## config.mk

```make
export PLATFORM = sky130hd
export DESIGN_NAME = nal_length_prefix_to_start_code
export DESIGN_NICKNAME = d
export VERILOG_FILES = /design/src/nl2sc_pkg.sv /design/src/nl2sc_front.sv /design/src/nl2sc_queue.sv /design/src/nl2sc_back.sv /design/src/nal_length_prefix_to_start_code.sv
export VERILOG_INCLUDE_DIRS = /design/src /design/src/src
export SDC_FILE = /design/constraint.sdc
export NUM_CORES = 1
export LEC_CHECK = 0
export BUFFER_PORTS_ARGS = -buffer_cell sky130_fd_sc_hd__buf_2
export CAP_MARGIN = 20
export CORE_UTILIZATION = 35
export CTS_CLUSTER_DIAMETER = 50
export CTS_CLUSTER_SIZE = 25
export DETAILED_ROUTE_END_ITERATION = 12
export GPL_ROUTABILITY_DRIVEN = 0
export SLEW_MARGIN = 0
export SYNTH_ARGS = -nofsm -noshare
export SYNTH_HDL_FRONTEND = slang
export SYNTH_HIERARCHICAL = 1
export SYNTH_SLANG_ARGS = --single-unit
```

## constraint.sdc

```tcl
create_clock -name clk -period 3.4 [get_ports clk]
set_input_delay 0 -clock clk [delete_from_list [all_inputs] [get_ports clk]]
set_output_delay 0 -clock clk [all_outputs]
set_load 0.03 [all_outputs]
```

## src/nal_length_prefix_to_start_code_defines.svh

```systemverilog
// ----------------------------------------------------------------------------
// Length-prefix to start-code converter: assertion macros
// Shared concurrent assertion forms used by the top level.
// ----------------------------------------------------------------------------
`ifndef NAL_LENGTH_PREFIX_TO_START_CODE_DEFINES_SVH
`define NAL_LENGTH_PREFIX_TO_START_CODE_DEFINES_SVH

// same-cycle implication, disabled in reset
`define NL2SC_ASSERT_NOW(label, clk, rst_n, ante, cons) \
	label: assert property (@(posedge clk) disable iff (!rst_n) (ante) |-> (cons)) \
		else $error("nl2sc assertion failed");

// next-cycle implication, disabled in reset
`define NL2SC_ASSERT_NEXT(label, clk, rst_n, ante, cons) \
	label: assert property (@(posedge clk) disable iff (!rst_n) (ante) |=> (cons)) \
		else $error("nl2sc assertion failed");

`endif

```

## src/nl2sc_pkg.sv

```systemverilog
// ----------------------------------------------------------------------------
// nl2sc_pkg
// Command format and constants shared by the front end, queue and back end.
// ----------------------------------------------------------------------------
package nl2sc_pkg;

	// command kinds
	localparam logic [1:0] CMD_BYTE  = 2'd0; // one byte
	localparam logic [1:0] CMD_WORD  = 2'd1; // four bytes, msb first
	localparam logic [1:0] CMD_ERROR = 2'd2; // error item, ends the unit

	localparam logic [31:0] START_CODE = 32'h0000_0001;

	localparam int QDEPTH = 4;
	localparam int QPTR_W = $clog2(QDEPTH);

	typedef struct packed {
		logic [1:0]  kind;
		logic [31:0] word;
		logic        last;
	} cmd_t;

	typedef struct packed {
		logic            full;
		logic            not_empty;
		logic [QPTR_W:0] count;
	} q_status_t;

endpackage

```

## src/nl2sc_front.sv

```systemverilog
// ----------------------------------------------------------------------------
// nl2sc_front
// Parses incoming bytes of an access unit and issues one output command per
// byte that produces results.
// ----------------------------------------------------------------------------
module nl2sc_front import nl2sc_pkg::*; (
	input  logic       clk,
	input  logic       arst_n,
	input  logic       fire,
	input  logic [7:0] in_byte,
	input  logic       in_last,
	output logic       push,
	output cmd_t       cmd
);

	localparam logic [2:0] PH_HEAD    = 3'd0;
	localparam logic [2:0] PH_PASS    = 3'd1;
	localparam logic [2:0] PH_LENGTH  = 3'd2;
	localparam logic [2:0] PH_PAYLOAD = 3'd3;
	localparam logic [2:0] PH_SWALLOW = 3'd4;

	logic [2:0]  phase_q, phase_d;
	logic [1:0]  cnt_q, cnt_d;
	logic [31:0] held_q, held_d;
	logic [31:0] left_q, left_d;
	logic [31:0] shifted;
	logic [31:0] left_dec;
	logic        is_start;

	assign shifted  = {held_q[23:0], in_byte};
	assign left_dec = left_q - 32'd1;
	assign is_start = (shifted[31:24] == 8'h00) && (shifted[23:16] == 8'h00) &&
	                  ((shifted[15:8] == 8'h01) ||
	                   ((shifted[15:8] == 8'h00) && (shifted[7:0] == 8'h01)));

	always_comb begin
		phase_d  = phase_q;
		cnt_d    = cnt_q;
		held_d   = held_q;
		left_d   = left_q;
		push     = 1'b0;
		cmd.kind = CMD_BYTE;
		cmd.word = {24'd0, in_byte};
		cmd.last = in_last;
		case (phase_q)
			PH_HEAD, PH_LENGTH: begin
				held_d = shifted;
				if (cnt_q != 2'd3) begin
					cnt_d = cnt_q + 2'd1;
					if (in_last) begin
						push     = 1'b1;
						cmd.kind = CMD_ERROR;
					end
				end else if ((phase_q == PH_HEAD) && is_start) begin
					push     = 1'b1;
					cmd.kind = CMD_WORD;
					cmd.word = shifted;
					cnt_d    = 2'd0;
					phase_d  = PH_PASS;
				end else begin
					// complete length field
					cnt_d = 2'd0;
					if (in_last) begin
						push     = 1'b1;
						cmd.kind = CMD_ERROR;
					end else if (shifted == 32'd0) begin
						phase_d = PH_SWALLOW;
					end else begin
						push     = 1'b1;
						cmd.kind = CMD_WORD;
						cmd.word = START_CODE;
						cmd.last = 1'b0;
						left_d   = shifted;
						phase_d  = PH_PAYLOAD;
					end
				end
			end
			PH_PASS: begin
				push = 1'b1;
			end
			PH_PAYLOAD: begin
				left_d = left_dec;
				push   = 1'b1;
				if (left_dec != 32'd0) begin
					if (in_last)
						cmd.kind = CMD_ERROR;
				end else if (!in_last) begin
					phase_d = PH_LENGTH;
					held_d  = 32'd0;
					cnt_d   = 2'd0;
				end
			end
			default: begin
				// swallow until the last byte, then flag the unit
				if (in_last) begin
					push     = 1'b1;
					cmd.kind = CMD_ERROR;
				end
			end
		endcase
		if (cmd.kind == CMD_ERROR) begin
			cmd.word = 32'd0;
			cmd.last = 1'b1;
		end
		// any last byte ends the unit
		if (in_last) begin
			phase_d = PH_HEAD;
			cnt_d   = 2'd0;
			held_d  = 32'd0;
		end
		push = push & fire;
	end

	always_ff @(posedge clk or negedge arst_n) begin
		if (!arst_n) begin
			phase_q <= PH_HEAD;
			cnt_q   <= 2'd0;
			held_q  <= 32'd0;
		end else if (fire) begin
			phase_q <= phase_d;
			cnt_q   <= cnt_d;
			held_q  <= held_d;
		end
	end

	always_ff @(posedge clk) begin
		if (fire)
			left_q <= left_d;
	end

endmodule

```

## src/nl2sc_queue.sv

```systemverilog
// ----------------------------------------------------------------------------
// nl2sc_queue
// Small command FIFO between the front end and the back end.
// ----------------------------------------------------------------------------
module nl2sc_queue import nl2sc_pkg::*; (
	input  logic      clk,
	input  logic      arst_n,
	input  logic      push,
	input  cmd_t      push_cmd,
	input  logic      pop,
	output cmd_t      head_cmd,
	output q_status_t status
);

	cmd_t              mem_q [QDEPTH];
	logic [QPTR_W-1:0] wr_ptr_q;
	logic [QPTR_W-1:0] rd_ptr_q;
	logic [QPTR_W:0]   count_q;

	assign head_cmd         = mem_q[rd_ptr_q];
	assign status.count     = count_q;
	assign status.full      = (count_q == (QPTR_W+1)'(QDEPTH));
	assign status.not_empty = (count_q != '0);

	always_ff @(posedge clk) begin
		if (push)
			mem_q[wr_ptr_q] <= push_cmd;
	end

	always_ff @(posedge clk or negedge arst_n) begin
		if (!arst_n) begin
			wr_ptr_q <= '0;
			rd_ptr_q <= '0;
			count_q  <= '0;
		end else begin
			if (push)
				wr_ptr_q <= wr_ptr_q + 1'b1;
			if (pop)
				rd_ptr_q <= rd_ptr_q + 1'b1;
			case ({push, pop})
				2'b10:   count_q <= count_q + 1'b1;
				2'b01:   count_q <= count_q - 1'b1;
				default: count_q <= count_q;
			endcase
		end
	end

endmodule

```

## src/nl2sc_back.sv

```systemverilog
// ----------------------------------------------------------------------------
// nl2sc_back
// Expands queued commands into output items, one per cycle while out_ready is high.
// ----------------------------------------------------------------------------
module nl2sc_back import nl2sc_pkg::*; (
	input  logic       clk,
	input  logic       arst_n,
	input  logic       cmd_valid,
	input  cmd_t       cmd,
	output logic       pop,
	output logic       out_valid,
	input  logic       out_ready,
	output logic [7:0] out_byte,
	output logic       out_last,
	output logic       unit_error
);

	logic       busy_q;
	cmd_t       cur_q;
	logic [1:0] idx_q;
	logic       take;
	logic       done;
	logic       is_word;

	assign is_word = (cur_q.kind == CMD_WORD);
	assign take    = busy_q & out_ready;
	assign done    = take & (!is_word | (idx_q == 2'd3));
	assign pop     = cmd_valid & (!busy_q | done);

	assign out_valid = busy_q;

	always_comb begin
		out_byte   = cur_q.word[7:0];
		out_last   = cur_q.last;
		unit_error = 1'b0;
		case (cur_q.kind)
			CMD_WORD: begin
				case (idx_q)
					2'd0:    out_byte = cur_q.word[31:24];
					2'd1:    out_byte = cur_q.word[23:16];
					2'd2:    out_byte = cur_q.word[15:8];
					default: out_byte = cur_q.word[7:0];
				endcase
				out_last = cur_q.last & (idx_q == 2'd3);
			end
			CMD_ERROR: begin
				out_byte   = 8'd0;
				out_last   = 1'b1;
				unit_error = 1'b1;
			end
			default: ;
		endcase
	end

	always_ff @(posedge clk or negedge arst_n) begin
		if (!arst_n) begin
			busy_q <= 1'b0;
			idx_q  <= 2'd0;
		end else begin
			if (pop) begin
				busy_q <= 1'b1;
				idx_q  <= 2'd0;
			end else begin
				if (done)
					busy_q <= 1'b0;
				if (take)
					idx_q <= idx_q + 2'd1;
			end
		end
	end

	always_ff @(posedge clk) begin
		if (pop)
			cur_q <= cmd;
	end

endmodule

```

## src/nal_length_prefix_to_start_code.sv

```systemverilog
// Path: an accepted byte's command is written into the command queue, then
// loaded into the back end's current-command register, which drives its items.
// Throughput: one input byte per cycle; each output command drains at one item
// per cycle while out_ready is high, a start code or passed head as four items.
// Input stalls only while the four-entry command queue is full.
// Reset (arst_n, asynchronous, active low): parser returns to head collection,
// queue empties, no output item is pending.
// ----------------------------------------------------------------------------
// nal_length_prefix_to_start_code
// Converts a length-prefixed access unit into start-code form, byte by byte.
// ----------------------------------------------------------------------------
`include "nal_length_prefix_to_start_code_defines.svh"

module nal_length_prefix_to_start_code import nl2sc_pkg::*; (
	input  logic       clk,
	input  logic       arst_n,
	input  logic       in_valid,
	output logic       in_ready,
	input  logic [7:0] in_byte,
	input  logic       in_last,
	output logic       out_valid,
	input  logic       out_ready,
	output logic [7:0] out_byte,
	output logic       out_last,
	output logic       unit_error
);

	logic      fire;
	logic      push;
	logic      pop;
	cmd_t      push_cmd;
	cmd_t      head_cmd;
	q_status_t q_stat;

	assign in_ready = !q_stat.full;
	assign fire     = in_valid & in_ready;

	nl2sc_front u_front (
		.clk     (clk),
		.arst_n  (arst_n),
		.fire    (fire),
		.in_byte (in_byte),
		.in_last (in_last),
		.push    (push),
		.cmd     (push_cmd)
	);

	nl2sc_queue u_queue (
		.clk      (clk),
		.arst_n   (arst_n),
		.push     (push),
		.push_cmd (push_cmd),
		.pop      (pop),
		.head_cmd (head_cmd),
		.status   (q_stat)
	);

	nl2sc_back u_back (
		.clk        (clk),
		.arst_n     (arst_n),
		.cmd_valid  (q_stat.not_empty),
		.cmd        (head_cmd),
		.pop        (pop),
		.out_valid  (out_valid),
		.out_ready  (out_ready),
		.out_byte   (out_byte),
		.out_last   (out_last),
		.unit_error (unit_error)
	);

	`NL2SC_ASSERT_NOW(a_err_form, clk, arst_n, out_valid && unit_error, out_last && (out_byte == 8'd0))
	`NL2SC_ASSERT_NOW(a_no_overflow, clk, arst_n, push, q_stat.count != (QPTR_W+1)'(QDEPTH))
	`NL2SC_ASSERT_NEXT(a_drain, clk, arst_n, q_stat.not_empty, out_valid)

endmodule

```

==> results.yml <==
run_status:
  status: "complete, no violations"
floorplanning:
  row_count: 64
  pin_count: 25
  core-area_um2: 30700
  die_w_um: 179
  die_h_um: 179
  start_util: 0.357
  die_area_um2: 32100
logic_synthesis:
  synth_area_per_cell_um2: 15.2
  synth_seq_cells: 246
  synth.largest_area_cell: "edfxtp_1"
  synth_cell_type_count: 78
  yosys_warnings: 6
  synth_ff_type: "edfxtp_1"
  seq_area_frac_synth: 0.655
  async_flop_share: 0.159
  yosys-top-cells-area: "edfxtp_1 (57%), dfrtp_1 (8.9%), mux4_2 (5.7%)"
  syn_inst: 722
  synth_edf_count: 207
  syn_area_um2: 11000
  synth_top_area_share: 0.566
critical_path:
  cp_slowest_cell: "edfxtp_1"
  cp_cell_sequence: "inv_1 -> ha_1 -> nor3b_2 -> nand2_1 -> nor4b_1 -> a21oi_1 -> o32ai_2 -> a31oi_2 -> buf_4 -> nor3_1"
  cp-end-kind: "flip-flop"
  required_ns: 3.67
  worstSetupPathType: "flip-flop to flip-flop"
  start_kind: "flip-flop"
  arrival_ns: 3.47
  critPathMaxFanout: 9
  slowest_delay_ns: 0.48
clock_network:
  cts_num_sinks: 246
  path_clk_slew_ns: 0.07
  cts.htree.levels: 1
  clock_path_buffers: 3
  cts_tree: "yes"
  cts_resized: 0
  clock_latency_ns: 0.53
  root_buffer: "clkbuf_16"
  numCtsBuffers: 24
power_and_ir_drop:
  totalPowerFinal_mw: 10.8
  p_leak_nw: 4.35
  ir_drop_mv: 0.489
  powerDensity_nw_per_um2: 867
min_path:
  hp-class: "input port to flip-flop"
route:
  drtIter0Drc: 419
  vias: 6136
  via_per_inst: 5.18
  drc: 0
  dr.pass1.iters: 5
  postRouteAntennaNets: 0
  wire_per_inst_um: 18.6
  routed_wl_um: 22000
placement:
  port_buffers: 24
  postPlaceCellArea_um2: 11500
  post-dp-hpwl_um: 14200
layout:
  design_area_um2: 12500
  layout-drive-gt1-share: 0.218
  diodes: 0
  nNetsFinal: 798
  area_delta_synth_final_pct: 13.7
global_route:
  antenna_found_initial: 0
  grt_max_degree: 40
  track_usage: 0.141
  grt-ovfl-total: 0
  grt_pass1_vias: 6199
  grt_pass1_wl_um: 34600
sta:
  rsz0062_at_grt: "false"
  fin_tns_setup_ns: 0
  timing.fmax_mhz: 313
  slew-limit-headroom: 0.413
  worst_pin_slew_ns: 0.881
  hold_violations: 0
  setup_violations: 0
  fin_crit_ns: 3.20
  clock_skew_ns: 0.0264
  final_max_slew_viol_count: 0
  finalCritPeriodShare: 0.941
run:
  drv_cap: 0
[placed cells by master, fill, tap and decap left out, types with 18 or more instances in the layout]
cell and instances:
clkbuf_16 26, nor3_1 25, buf_4 18, nor2_1 26
nand2_1 57, edfxtp_1 207, buf_2 24, conb_1 23
mux4_2 28, o21ai_0 31, dfrtp_1 38
[synthesized netlist by cell type (2+ instances only)]
| cell | number |
|---|---|
| ha_1 | 14 |
| mux4_2 | 28 |
| or4_1 | 3 |
| o21ai_1 | 3 |
| dfrtp_1 | 39 |
| nor3_1 | 25 |
| and2_1 | 8 |
| mux4_1 | 7 |
| nand2b_1 | 3 |
| a22o_1 | 12 |
| o32ai_1 | 2 |
| o21ai_0 | 31 |
| nor4_1 | 11 |
| buf_1 | 2 |
| buf_4 | 23 |
| nor4_4 | 3 |
| xnor2_1 | 17 |
| nor3b_1 | 4 |
| edfxtp_1 | 207 |
| a22o_2 | 14 |
| o21bai_1 | 2 |
| a222oi_1 | 8 |
| clkbuf_1 | 17 |
| nand4_1 | 7 |
| nand3_1 | 8 |
| or3_2 | 2 |
| o22ai_1 | 10 |
| a31oi_1 | 4 |
| xor2_1 | 15 |
| o21a_1 | 3 |
| a21oi_1 | 17 |
| nor4_2 | 2 |
| buf_6 | 6 |
| inv_1 | 15 |
| and4_1 | 3 |
| nor2b_1 | 3 |
| or2_2 | 6 |
| nand2_1 | 57 |
| nand3b_1 | 3 |
| buf_12 | 3 |
| nor2_1 | 27 |
| or3_1 | 4 |
| buf_2 | 8 |
| a32oi_1 | 2 |
[worst max-delay path: cells and delay by family, from the launching register on]
kind / cells / cell delay [ns]
AO/OA/AOI/OAI: 3 / 0.54
AND/OR/NAND/NOR: 4 / 1.36
buffers and inverters: 2 / 0.33
adder cells (fa/ha/maj): 1 / 0.24
flip-flops: 1 / 0.48
[state kept, by name, indices dropped and copies added (netlist names)]
register and count:
u_front/held_q 24, u_queue/mem_q 140, u_queue/count_q 3, u_back/idx_q 2, u_queue/wr_ptr_q 2, u_front/phase_q 3, u_back/cur_q 35, u_queue/rd_ptr_q 2
u_back/out_valid 1, u_front/cnt_q 2, u_front/left_q 32
[cell type report]
cell class / instances / area, um^2
Inverter: 15 / 56.3
Clock buffer: 26 / 651
Sequential cell: 246 / 7190
Tap cell: 396 / 495
Multi-Input combinational cell: 424 / 3420
Clock inverter: 18 / 190
Timing Repair Buffer: 59 / 485
Fill cell: 2859 / 18300
[logic make-up (layout without fill, tap and decap cells)]
logic type	Yosys count	after routing	share of synthesized area
simple gates	193	193	0.0986
compound gates	123	123	0.0830
xor+xnor	32	32	0.0255
fa+ha+maj	15	15	0.0178
flops	246	246	0.655
mux	38	38	0.0774
buf+inv	74	118	0.0426
other cells	1	23	0.000341
[layer usage]
layer / track usage / wire length, um
met1: 0.197 / 10000
met5: 0 / 0
met3: 0.0197 / 921
met2: 0.228 / 10600
met4: 0.0413 / 447
[path summary, 6_finish.rpt]
path / slack (ns) / endpoint / startpoint / depth (start not counted)
worst min-delay path: 0.13 / u_queue/wr_ptr_q[0] / in_valid / 4
worst max-delay path: 0.20 / u_queue/mem_q[3][7] / u_front/left_q[1] / 10
max in group asynchronous: 2.61 / u_queue/rd_ptr_q[0] / arst_n / 2
min in group asynchronous: 0.16 / u_front/held_q[10] / arst_n / 2
worst max register to register: 0.20 / u_queue/mem_q[3][7] / u_front/left_q[1] / 10
worst min register to register: 0.49 / u_queue/count_q[2] / u_queue/count_q[2] / 1
[power breakdown]
| group | total [mW] | internal (mW) | switching (mW) |
|---|---|---|---|
| sequential | 4.70 | 4.26 | 0.442 |
| clock | 2.74 | 1.47 | 1.27 |
| combinational | 3.39 | 1.30 | 2.09 |
| total | 10.8 | 7.03 | 3.80 |
[repair_timing]
| action | in CTS | in global routing |
|---|---|---|
| hold endpoints to repair | 93 | 0 |
| hold buffers | 11 | 0 |
| setup endpoints to repair | 0 | 0 |
| buffers inserted | 0 | 0 |
[per-stage QoR]
stage,hold WS [ns],util,setup WS (ns),cells
floorplan,-0.296,-,0.316,744
global placement,0.182,0.375,0.358,1129
detailed placement,0.180,0.375,0.261,1129
CTS,0.125,0.406,0.224,1184
global route,0.162,0.406,0.00656,1184
finish,0.131,0.406,0.202,1184
Note: power is estimated with default switching activity, not from simulation.
